## config.mk

```make
export PLATFORM = sky130hd
export DESIGN_NAME = voxel_shape_membership_test_core
export DESIGN_NICKNAME = d
export VERILOG_FILES = /design/src/hdl/vsmt_pkg.sv /design/src/hdl/voxel_shape_membership_test_core.sv /design/src/hdl/vsmt_front.sv /design/src/hdl/vsmt_geom.sv /design/src/hdl/vsmt_torus.sv
export SDC_FILE = /design/constraint.sdc
export NUM_CORES = 2
export LEC_CHECK = 0
export BUFFER_PORTS_ARGS = -buffer_cell sky130_fd_sc_hd__buf_2
export CAP_MARGIN = 25
export CORE_ASPECT_RATIO = 0.6
export CORE_UTILIZATION = 35
export DETAILED_ROUTE_END_ITERATION = 7
export PLACE_DENSITY = 0.6
export SYNTH_ARGS = -nofsm -noshare
export SYNTH_HDL_FRONTEND = slang
export SYNTH_SLANG_ARGS = --single-unit
```

## constraint.sdc

```tcl
create_clock -name clk -period 8.04 [get_ports clk]
set_input_delay 0.402 -clock clk [delete_from_list [all_inputs] [get_ports clk]]
set_output_delay 0.402 -clock clk [all_outputs]
set_load 0.02 [all_outputs]
```

## src/hdl/vsmt_pkg.sv

```systemverilog
// shared types, constants and register codes for the voxel shape membership test
package vsmt_pkg;

  // fixed field widths
  localparam int GRID_W    = 6;
  localparam int POS_W     = 5;
  localparam int MODE_W    = 3;
  localparam int CFG_IDX_W = 2;
  localparam int CFG_W     = 6;

  // default largest grid edge
  localparam int MAX_GRID_DEF = 32;

  // configuration register indexes
  localparam logic [CFG_IDX_W-1:0] REG_GRID_SIZE  = 2'd0;
  localparam logic [CFG_IDX_W-1:0] REG_SHAPE_MODE = 2'd1;

  // grid size reset and lower clamp
  localparam logic [GRID_W-1:0] GRID_RST = 6'd16;
  localparam logic [GRID_W-1:0] GRID_MIN = 6'd3;

  // shape codes
  localparam logic [MODE_W-1:0] MODE_CUBE     = 3'd0;
  localparam logic [MODE_W-1:0] MODE_SPHERE   = 3'd1;
  localparam logic [MODE_W-1:0] MODE_CYLINDER = 3'd2;
  localparam logic [MODE_W-1:0] MODE_PYRAMID  = 3'd3;
  localparam logic [MODE_W-1:0] MODE_TORUS    = 3'd4;
  localparam logic [MODE_W-1:0] MODE_RING     = 3'd5;
  localparam logic [MODE_W-1:0] MODE_CROSS    = 3'd6;
  localparam logic [MODE_W-1:0] MODE_CUSTOM   = 3'd7;
  localparam logic [MODE_W-1:0] MODE_RST      = MODE_CUBE;

  // datapath widths
  localparam int SQ_W  = 12;  // squared doubled offsets and grid terms
  localparam int S_W   = 13;  // dx^2 + dz^2
  localparam int T_W   = 14;  // dx^2 + dy^2 + dz^2
  localparam int L_W   = 26;  // torus left term
  localparam int K_W   = 36;  // torus scale times c2^2
  localparam int LSQ_W = 52;
  localparam int RHS_W = 49;
  localparam int ARM_W = 11;
  localparam int RNG_W = 22;

  // exact rational coefficients
  localparam int TOR_L_T = 2500;     // weight on the squared radius
  localparam int TOR_L_C = 705;      // weight on c2^2
  localparam int TOR_K   = 9610000;  // 3100 squared
  localparam int RING_S  = 400;
  localparam int RING_C  = 121;
  localparam int ARM_MUL = 25;

  // stage 0: captured transaction and clamped config
  typedef struct packed {
    logic [POS_W-1:0]  x;
    logic [POS_W-1:0]  y;
    logic [POS_W-1:0]  z;
    logic [GRID_W-1:0] n;
    logic [MODE_W-1:0] mode;
  } s0_t;

  // stage 1: doubled offset magnitudes
  typedef struct packed {
    logic [GRID_W-1:0] ax;
    logic [GRID_W-1:0] ay;
    logic [GRID_W-1:0] az;
    logic [GRID_W-1:0] c2;
    logic [GRID_W-1:0] n;
    logic [GRID_W-1:0] yrem;
    logic              inr;
    logic [MODE_W-1:0] mode;
  } s1_t;

  // stage 2: squares and the simple shape flags
  typedef struct packed {
    logic [SQ_W-1:0]   axsq;
    logic [SQ_W-1:0]   aysq;
    logic [SQ_W-1:0]   azsq;
    logic [SQ_W-1:0]   c2sq;
    logic [SQ_W-1:0]   nsq;
    logic              inr;
    logic              pyr;
    logic              crs;
    logic [MODE_W-1:0] mode;
  } s2_t;

  // stage 3: radial sums
  typedef struct packed {
    logic [S_W-1:0]    s;
    logic [T_W-1:0]    t;
    logic [SQ_W-1:0]   c2sq;
    logic [SQ_W-1:0]   nsq;
    logic              inr;
    logic              pyr;
    logic              crs;
    logic [MODE_W-1:0] mode;
  } s3_t;

  // stage 4: torus terms and the radial shape flags
  typedef struct packed {
    logic [L_W-1:0]    l;
    logic [K_W-1:0]    k;
    logic [S_W-1:0]    s;
    logic              inr;
    logic              pyr;
    logic              crs;
    logic              sph;
    logic              cyl;
    logic              rng;
    logic [MODE_W-1:0] mode;
  } s4_t;

  // stage 5: torus products
  typedef struct packed {
    logic [LSQ_W-1:0]  lsq;
    logic [RHS_W-1:0]  rhs;
    logic              inr;
    logic              pyr;
    logic              crs;
    logic              sph;
    logic              cyl;
    logic              rng;
    logic [MODE_W-1:0] mode;
  } s5_t;

endpackage

```

## src/hdl/voxel_shape_membership_test_core.sv

```systemverilog
// top level: config registers, pipeline valid chain, shape select and output register
// input acceptance to out_valid runs through six stages and the output register
// one transaction per cycle unless out_stall; stages advance independently so bubbles squeeze out
// the widest stage is the torus product stage (26x26 and 36x13 multiplies)
// reset: grid_size = 16, shape_mode = cube, all pipeline valids cleared
module voxel_shape_membership_test_core #(
  parameter int MAX_GRID = vsmt_pkg::MAX_GRID_DEF
) (
  input  logic                            clk,
  input  logic                            rst_n,
  input  logic                            in_valid,
  output logic                            in_stall,
  input  logic [vsmt_pkg::POS_W-1:0]      in_pos_x,
  input  logic [vsmt_pkg::POS_W-1:0]      in_pos_y,
  input  logic [vsmt_pkg::POS_W-1:0]      in_pos_z,
  output logic                            out_valid,
  input  logic                            out_stall,
  output logic                            out_inside_res,
  input  logic                            cfg_we,
  input  logic [vsmt_pkg::CFG_IDX_W-1:0]  cfg_index,
  input  logic [vsmt_pkg::CFG_W-1:0]      cfg_data
);
  import vsmt_pkg::*;

  localparam int NST = 6;

  logic [GRID_W-1:0] grid_size_r;
  logic [MODE_W-1:0] shape_mode_r;
  logic [NST-1:0]    vld_r, vld_nxt;
  logic [NST-1:0]    en;
  logic              out_en;
  logic              out_valid_r;
  logic              inside_r, inside_nxt;
  logic              hit;
  logic              tor;
  s1_t               s1;
  s3_t               s3;
  s5_t               s5;

  // configuration writes
  always_ff @(posedge clk) begin
    if (!rst_n) begin
      grid_size_r  <= GRID_RST;
      shape_mode_r <= MODE_RST;
    end else if (cfg_we) begin
      if (cfg_index == REG_GRID_SIZE) begin
        grid_size_r <= cfg_data[GRID_W-1:0];
      end else if (cfg_index == REG_SHAPE_MODE) begin
        shape_mode_r <= cfg_data[MODE_W-1:0];
      end
    end
  end

  // per-stage advance: a stage loads when empty or when its successor loads
  always_comb begin
    out_en      = !out_valid_r || !out_stall;
    en[NST-1]   = !vld_r[NST-1] || out_en;
    for (int k = NST - 2; k >= 0; k--) begin
      en[k] = !vld_r[k] || en[k+1];
    end
    vld_nxt[0] = en[0] ? in_valid : vld_r[0];
    for (int k = 1; k < NST; k++) begin
      vld_nxt[k] = en[k] ? vld_r[k-1] : vld_r[k];
    end
  end

  assign in_stall = !en[0];

  vsmt_front #(
    .MAX_GRID (MAX_GRID)
  ) u_front (
    .clk        (clk),
    .en         (en[1:0]),
    .pos_x      (in_pos_x),
    .pos_y      (in_pos_y),
    .pos_z      (in_pos_z),
    .grid_size  (grid_size_r),
    .shape_mode (shape_mode_r),
    .s1         (s1)
  );

  vsmt_geom u_geom (
    .clk (clk),
    .en  (en[3:2]),
    .s1  (s1),
    .s3  (s3)
  );

  vsmt_torus u_torus (
    .clk (clk),
    .en  (en[5:4]),
    .s3  (s3),
    .s5  (s5)
  );

  // final torus compare and shape select
  always_comb begin
    tor = s5.lsq <= {3'd0, s5.rhs};
    case (s5.mode)
      MODE_CUBE:     hit = 1'b1;
      MODE_SPHERE:   hit = s5.sph;
      MODE_CYLINDER: hit = s5.cyl;
      MODE_PYRAMID:  hit = s5.pyr;
      MODE_TORUS:    hit = tor;
      MODE_RING:     hit = s5.rng;
      MODE_CROSS:    hit = s5.crs;
      MODE_CUSTOM:   hit = 1'b0;
      default:       hit = 1'b0;
    endcase
    inside_nxt = s5.inr && hit;
  end

  // valid chain and output register
  always_ff @(posedge clk) begin
    if (!rst_n) begin
      vld_r       <= '0;
      out_valid_r <= 1'b0;
    end else begin
      vld_r <= vld_nxt;
      if (out_en) begin
        out_valid_r <= vld_r[NST-1];
      end
    end
  end

  always_ff @(posedge clk) begin
    if (out_en) begin
      inside_r <= inside_nxt;
    end
  end

  assign out_valid      = out_valid_r;
  assign out_inside_res = inside_r;

endmodule

```

## src/hdl/vsmt_front.sv

```systemverilog
// front stages: capture with grid clamp, then doubled offset magnitudes
module vsmt_front #(
  parameter int MAX_GRID = vsmt_pkg::MAX_GRID_DEF
) (
  input  logic                          clk,
  input  logic [1:0]                    en,
  input  logic [vsmt_pkg::POS_W-1:0]    pos_x,
  input  logic [vsmt_pkg::POS_W-1:0]    pos_y,
  input  logic [vsmt_pkg::POS_W-1:0]    pos_z,
  input  logic [vsmt_pkg::GRID_W-1:0]   grid_size,
  input  logic [vsmt_pkg::MODE_W-1:0]   shape_mode,
  output vsmt_pkg::s1_t                 s1
);
  import vsmt_pkg::*;

  localparam logic [GRID_W:0] MaxG = (GRID_W+1)'(MAX_GRID);

  s0_t               s0_r, s0_nxt;
  s1_t               s1_r, s1_nxt;
  logic [GRID_W-1:0] n_clamp;

  // |2p - (n-1)|, valid while p < n
  function automatic logic [GRID_W-1:0] dbl_abs(input logic [POS_W-1:0] p,
                                                input logic [GRID_W-1:0] n);
    logic signed [7:0] d;
    logic signed [7:0] m;
    d = $signed({2'b00, p, 1'b0}) - $signed({2'b00, n}) + 8'sd1;
    m = (d < 8'sd0) ? -d : d;
    return m[GRID_W-1:0];
  endfunction

  // clamp grid size to the supported range
  always_comb begin
    if (grid_size < GRID_MIN) begin
      n_clamp = GRID_MIN;
    end else if ({1'b0, grid_size} > MaxG) begin
      n_clamp = MaxG[GRID_W-1:0];
    end else begin
      n_clamp = grid_size;
    end
  end

  // stage 0 capture
  always_comb begin
    s0_nxt.x    = pos_x;
    s0_nxt.y    = pos_y;
    s0_nxt.z    = pos_z;
    s0_nxt.n    = n_clamp;
    s0_nxt.mode = shape_mode;
  end

  // stage 1 offsets and bounds
  always_comb begin
    s1_nxt.ax   = dbl_abs(s0_r.x, s0_r.n);
    s1_nxt.ay   = dbl_abs(s0_r.y, s0_r.n);
    s1_nxt.az   = dbl_abs(s0_r.z, s0_r.n);
    s1_nxt.c2   = s0_r.n - 6'd1;
    s1_nxt.n    = s0_r.n;
    s1_nxt.yrem = s0_r.n - {1'b0, s0_r.y};
    s1_nxt.inr  = ({1'b0, s0_r.x} < s0_r.n) && ({1'b0, s0_r.y} < s0_r.n) &&
                  ({1'b0, s0_r.z} < s0_r.n);
    s1_nxt.mode = s0_r.mode;
  end

  always_ff @(posedge clk) begin
    if (en[0]) begin
      s0_r <= s0_nxt;
    end
    if (en[1]) begin
      s1_r <= s1_nxt;
    end
  end

  assign s1 = s1_r;

endmodule

```

## src/hdl/vsmt_geom.sv

```systemverilog
// geometry stages: squares, pyramid and cross tests, radial sums
module vsmt_geom (
  input  logic          clk,
  input  logic [1:0]    en,
  input  vsmt_pkg::s1_t s1,
  output vsmt_pkg::s3_t s3
);
  import vsmt_pkg::*;

  s2_t s2_r, s2_nxt;
  s3_t s3_r, s3_nxt;
  logic bx, by, bz;

  // cross arm test 25*a <= 8*c2 + 25
  function automatic logic arm_ok(input logic [GRID_W-1:0] a,
                                  input logic [GRID_W-1:0] c2);
    logic [ARM_W-1:0] lhs;
    logic [ARM_W-1:0] rhs;
    lhs = {5'd0, a} * ARM_W'(ARM_MUL);
    rhs = {2'b00, c2, 3'b000} + ARM_W'(ARM_MUL);
    return lhs <= rhs;
  endfunction

  // stage 2 squares and simple shapes
  always_comb begin
    bx = arm_ok(s1.ax, s1.c2);
    by = arm_ok(s1.ay, s1.c2);
    bz = arm_ok(s1.az, s1.c2);
    s2_nxt.axsq = {6'd0, s1.ax} * {6'd0, s1.ax};
    s2_nxt.aysq = {6'd0, s1.ay} * {6'd0, s1.ay};
    s2_nxt.azsq = {6'd0, s1.az} * {6'd0, s1.az};
    s2_nxt.c2sq = {6'd0, s1.c2} * {6'd0, s1.c2};
    s2_nxt.nsq  = {6'd0, s1.n} * {6'd0, s1.n};
    s2_nxt.inr  = s1.inr;
    s2_nxt.pyr  = (s1.ax <= s1.yrem) && (s1.az <= s1.yrem);
    s2_nxt.crs  = (by & bz) | (bx & bz) | (bx & by);
    s2_nxt.mode = s1.mode;
  end

  // stage 3 radial sums
  always_comb begin
    s3_nxt.s    = {1'b0, s2_r.axsq} + {1'b0, s2_r.azsq};
    s3_nxt.t    = {2'b00, s2_r.axsq} + {2'b00, s2_r.azsq} + {2'b00, s2_r.aysq};
    s3_nxt.c2sq = s2_r.c2sq;
    s3_nxt.nsq  = s2_r.nsq;
    s3_nxt.inr  = s2_r.inr;
    s3_nxt.pyr  = s2_r.pyr;
    s3_nxt.crs  = s2_r.crs;
    s3_nxt.mode = s2_r.mode;
  end

  always_ff @(posedge clk) begin
    if (en[0]) begin
      s2_r <= s2_nxt;
    end
    if (en[1]) begin
      s3_r <= s3_nxt;
    end
  end

  assign s3 = s3_r;

endmodule

```

## src/hdl/vsmt_torus.sv

```systemverilog
// radial stages: sphere, cylinder and ring compares, torus products
module vsmt_torus (
  input  logic          clk,
  input  logic [1:0]    en,
  input  vsmt_pkg::s3_t s3,
  output vsmt_pkg::s5_t s5
);
  import vsmt_pkg::*;

  s4_t s4_r, s4_nxt;
  s5_t s5_r, s5_nxt;
  logic [RNG_W-1:0] ring_s;
  logic [RNG_W-1:0] ring_c;

  // stage 4 torus terms and radial compares
  always_comb begin
    ring_s      = {9'd0, s3.s} * RNG_W'(RING_S);
    ring_c      = {10'd0, s3.c2sq} * RNG_W'(RING_C);
    s4_nxt.l    = {12'd0, s3.t} * L_W'(TOR_L_T) + {14'd0, s3.c2sq} * L_W'(TOR_L_C);
    s4_nxt.k    = {24'd0, s3.c2sq} * K_W'(TOR_K);
    s4_nxt.s    = s3.s;
    s4_nxt.inr  = s3.inr;
    s4_nxt.pyr  = s3.pyr;
    s4_nxt.crs  = s3.crs;
    s4_nxt.sph  = s3.t <= {2'b00, s3.nsq};
    s4_nxt.cyl  = s3.s <= {1'b0, s3.nsq};
    s4_nxt.rng  = (s3.s <= {1'b0, s3.nsq}) && (ring_s >= ring_c);
    s4_nxt.mode = s3.mode;
  end

  // stage 5 torus products
  always_comb begin
    s5_nxt.lsq  = {26'd0, s4_r.l} * {26'd0, s4_r.l};
    s5_nxt.rhs  = {13'd0, s4_r.k} * {36'd0, s4_r.s};
    s5_nxt.inr  = s4_r.inr;
    s5_nxt.pyr  = s4_r.pyr;
    s5_nxt.crs  = s4_r.crs;
    s5_nxt.sph  = s4_r.sph;
    s5_nxt.cyl  = s4_r.cyl;
    s5_nxt.rng  = s4_r.rng;
    s5_nxt.mode = s4_r.mode;
  end

  always_ff @(posedge clk) begin
    if (en[0]) begin
      s4_r <= s4_nxt;
    end
    if (en[1]) begin
      s5_r <= s5_nxt;
    end
  end

  assign s5 = s5_r;

endmodule
```

==> impl_metrics.py <==
metrics = {
    "drt": {
        "vias_per_cell": 4.83,
        "wire_per_inst_um": 17.7,
        "routed_wl_um": 153000,
        "antenna_left": 0,
        "drc_errors": 0,
        "first_iter_violations": 3117,
        "vias": 41800,
        "firstDrtPassIters": 7,
    },
    "timing": {
        "finalHoldViolations": 0,
        "setup_tns_ns": 0,
        "drv_slew": 0,
        "fmax_mhz": 129,
        "finalCriticalPeriod_ns": 7.72,
        "fin_crit_sh_pct": 96.1,
        "fin_skew_ns": 0.0262,
        "setup_violations": 0,
        "relSlewSlack_pct": 31.8,
        "worst_pin_slew_ns": 1.01,
        "rsz0062_at_grt": "no",
    },
    "status": {
        "outcome": "finished clean",
    },
    "die": {
        "core_mm2": 0.176,
        "die-area_mm2": 0.180,
        "start_util_pct": 35.4,
        "rows": 119,
        "fp.dieW_um": 547,
        "die_h_um": 329,
        "design.portCount": 31,
    },
    "worst_hold_path": {
        "hold_class": "in2reg",
        "holdPathStages": 3,
    },
    "global_route": {
        "antenna_found_initial": 4,
        "overflow": 0,
        "grt_pass1_wl_um": 246000,
        "grt_max_degree": 62,
        "grt_usage_pct": 17.5,
        "grt_pass1_vias": 43100,
    },
    "placement": {
        "portBuffers": 30,
        "routabilityCongestion": 0.976,
        "placedInstanceArea_mm2": 0.0657,
        "dp_cells": 8551,
        "post-dp-hpwl_um": 131000,
    },
    "worst_setup_path": {
        "arrival_ns": 8.06,
        "setup.worst_path.class": "reg2reg",
        "endpoint": "u_torus.s5[99]$_DFFE_PP_",
        "r2r-start": "u_torus.s4_r[61]$_DFFE_PP_",
        "rrSetupSlack_ns": 0.32,
        "crit_required_ns": 8.38,
        "path_max_fanout": 8,
        "r2r-end": "u_torus.s5[99]$_DFFE_PP_",
        "crit_slowest_cell": "edfxtp_1",
        "r2r_cells": 26,
        "end_kind": "flip-flop",
        "start_kind": "flip-flop",
        "cpPeakStageDelay_ns": 0.57,
        "cpMostUsedCell": "fa_1",
        "critPathLaunch": "u_torus.s4_r[61]$_DFFE_PP_",
    },
    "synth": {
        "synthesis.area_mm2": 0.0623,
        "syn_inst": 6176,
        "synth_seq_cells": 379,
        "yosys_warnings": 0,
        "syn_avg_cell_area_um2": 10.1,
        "ys_top_cells_by_area": "fa_1, ha_1, edfxtp_1, inv_1, and2_1",
        "async_flop_share_pct": 0,
        "synth_area_leader_cell": "fa_1",
        "synth_top_area_share_pct": 31.2,
        "ys.flop_type": "edfxtp_1",
        "synth-seq-area-share_pct": 18.0,
        "synth_edf_count": 363,
        "synthDistinctLibCells": 93,
    },
    "cts": {
        "cts-root-buf": "clkbuf_16",
        "clk_pin_slew_ns": 0.07,
        "clock_sinks": 379,
        "numCtsBuffers": 41,
        "cts_tree": "yes",
        "ctsLongestPathBuffers": 3,
        "clk_latency_ns": 0.61,
        "h-tree-depth": 2,
    },
    "layout": {
        "layout.nets": 8217,
        "area_growth_pct": 8.19,
        "drive_gt1_share_pct": 4.20,
        "postLayoutCellArea_mm2": 0.0674,
        "layout.cells.non_filler": 8653,
        "fillers": 17400,
    },
    "job": {
        "maxCapViolCount": 0,
    },
}
-- kinds of logic (layout without fill, tap and decap cells) --
| family | count (synthesis) | count (layout) | synth area share (%) |
|---|---|---|---|
| other | 2 | 28 | 0.0121 |
| and+or+nand+nor | 1287 | 1287 | 10.2 |
| AOI/OAI and AO/OA | 712 | 712 | 7.50 |
| xor gates and xnor gates | 295 | 295 | 4.15 |
| buffers and inverters | 1551 | 1643 | 9.35 |
| adders and majority gates | 1928 | 1928 | 50.4 |
| DFF | 379 | 379 | 18.0 |
| muxes | 22 | 22 | 0.360 |
-- worst min path at each step --
stage / to / start
finish: grid_size_r[5]$_SDFFE_PN0P_ / cfg_data[5]
global route: grid_size_r[3]$_SDFFE_PN0P_ / cfg_data[3]
CTS: grid_size_r[5]$_SDFFE_PN0P_ / cfg_data[5]
detailed placement: u_geom.s3[24]$_DFFE_PP_ / u_geom.s2_r[24]$_DFFE_PP_
global placement: u_torus.s4_r[0]$_DFFE_PP_ / u_geom.s3[0]$_DFFE_PP_
floorplan: u_front.s1[0]$_DFFE_PP_ / u_front.s0_r[0]$_DFFE_PN_
-- final cells by class --
type / count / area, µm² / share of cell area [%]
inverter: 1410 / 5300 / 7.86
timing repair buffer: 159 / 1200 / 1.79
clock buffer: 47 / 1070 / 1.59
sequential: 379 / 11200 / 16.7
clock inverter: 27 / 277 / 0.410
tap: 2359 / 2950 / 4.38
multi-input combinational: 4271 / 45400 / 67.3
antenna: 1 / 2.50 / 0.00371
-- worst max-delay path, delay by kind of cell, from the launching register on --
kind	cells	cell delay [ns]
XOR/XNOR	1	0.12
buffers and inverters	9	0.90
AO/OA/AOI/OAI	3	0.61
flip-flops	1	0.57
AND/OR/NAND/NOR	5	1.28
adder cells (fa/ha/maj)	8	3.96
-- cells in the final DEF (no fill, tap or decap), drive strengths merged, types with 133 or more instances in the layout --
master	netlist	final
inv	1410	1415
fa	972	972
nand2	539	539
ha	955	955
and2	325	325
a21o	133	133
buf	1	141
a21oi	238	238
edfxtp	363	363
nor2	160	160
xnor2	220	220
-- state kept, by name, indices dropped and copies added (netlist names), 3 cells and up --
signal and cells:
grid_size_r 6, u_torus.s5 105, u_front.s1 40, u_geom.s3 55, u_geom.s2_r 61, u_front.s0_r 24, u_torus.s4_r 77, shape_mode_r 3
vld_r 6
-- cell usage after synthesis, types with 16 or more instances --
master       n
ha_1       955
nand4_1     37
nand3_1     39
xor2_1      75
o21ai_0     98
a21oi_1    234
mux2i_1     19
nor2b_1     54
a31oi_1     23
o21bai_1    53
nor3_1      22
o21a_1      34
o21ai_1     20
nand2b_1    35
clkbuf_1   139
nor2_1     160
and2_1     325
nand2_1    539
edfxtp_1   363
xnor2_1    220
a21o_1     133
dfxtp_1     16
and3_1      16
fa_1       972
inv_1     1410
-- what timing repair did --
item                                   CTS  global route
gates resized for setup                  0             4
hold buffers                            17             0
setup endpoints to repair                0            15
buffers inserted                         0             8
endpoints found under the hold margin   17             0
-- stage by stage --
step	hold WS [ns]	util, %	worst slack [ns]
after global placement	0.402	37.3	0.254
final	0.0808	38.3	0.317
after CTS	0.0394	38.2	0.154
after floorplan	0.400	-	0.970
after global routing	0.0650	38.3	0.0118
after detailed placement	0.405	37.3	0.219
-- per-layer routing --
| layer | routed length, µm | global-route usage, % | vias up |
|---|---|---|---|
| met5 | 0 | 0 | - |
| met4 | 909 | 1.42 | 0 |
| met3 | 14600 | 4.82 | 67 |
| met2 | 56200 | 22.8 | 1165 |
| met1 | 81300 | 28.6 | 20900 |
| li1 | - | - | 19700 |
Power is not shown: default switching activity piles up to over one toggle a cycle in this logic, so the estimate is an artifact.
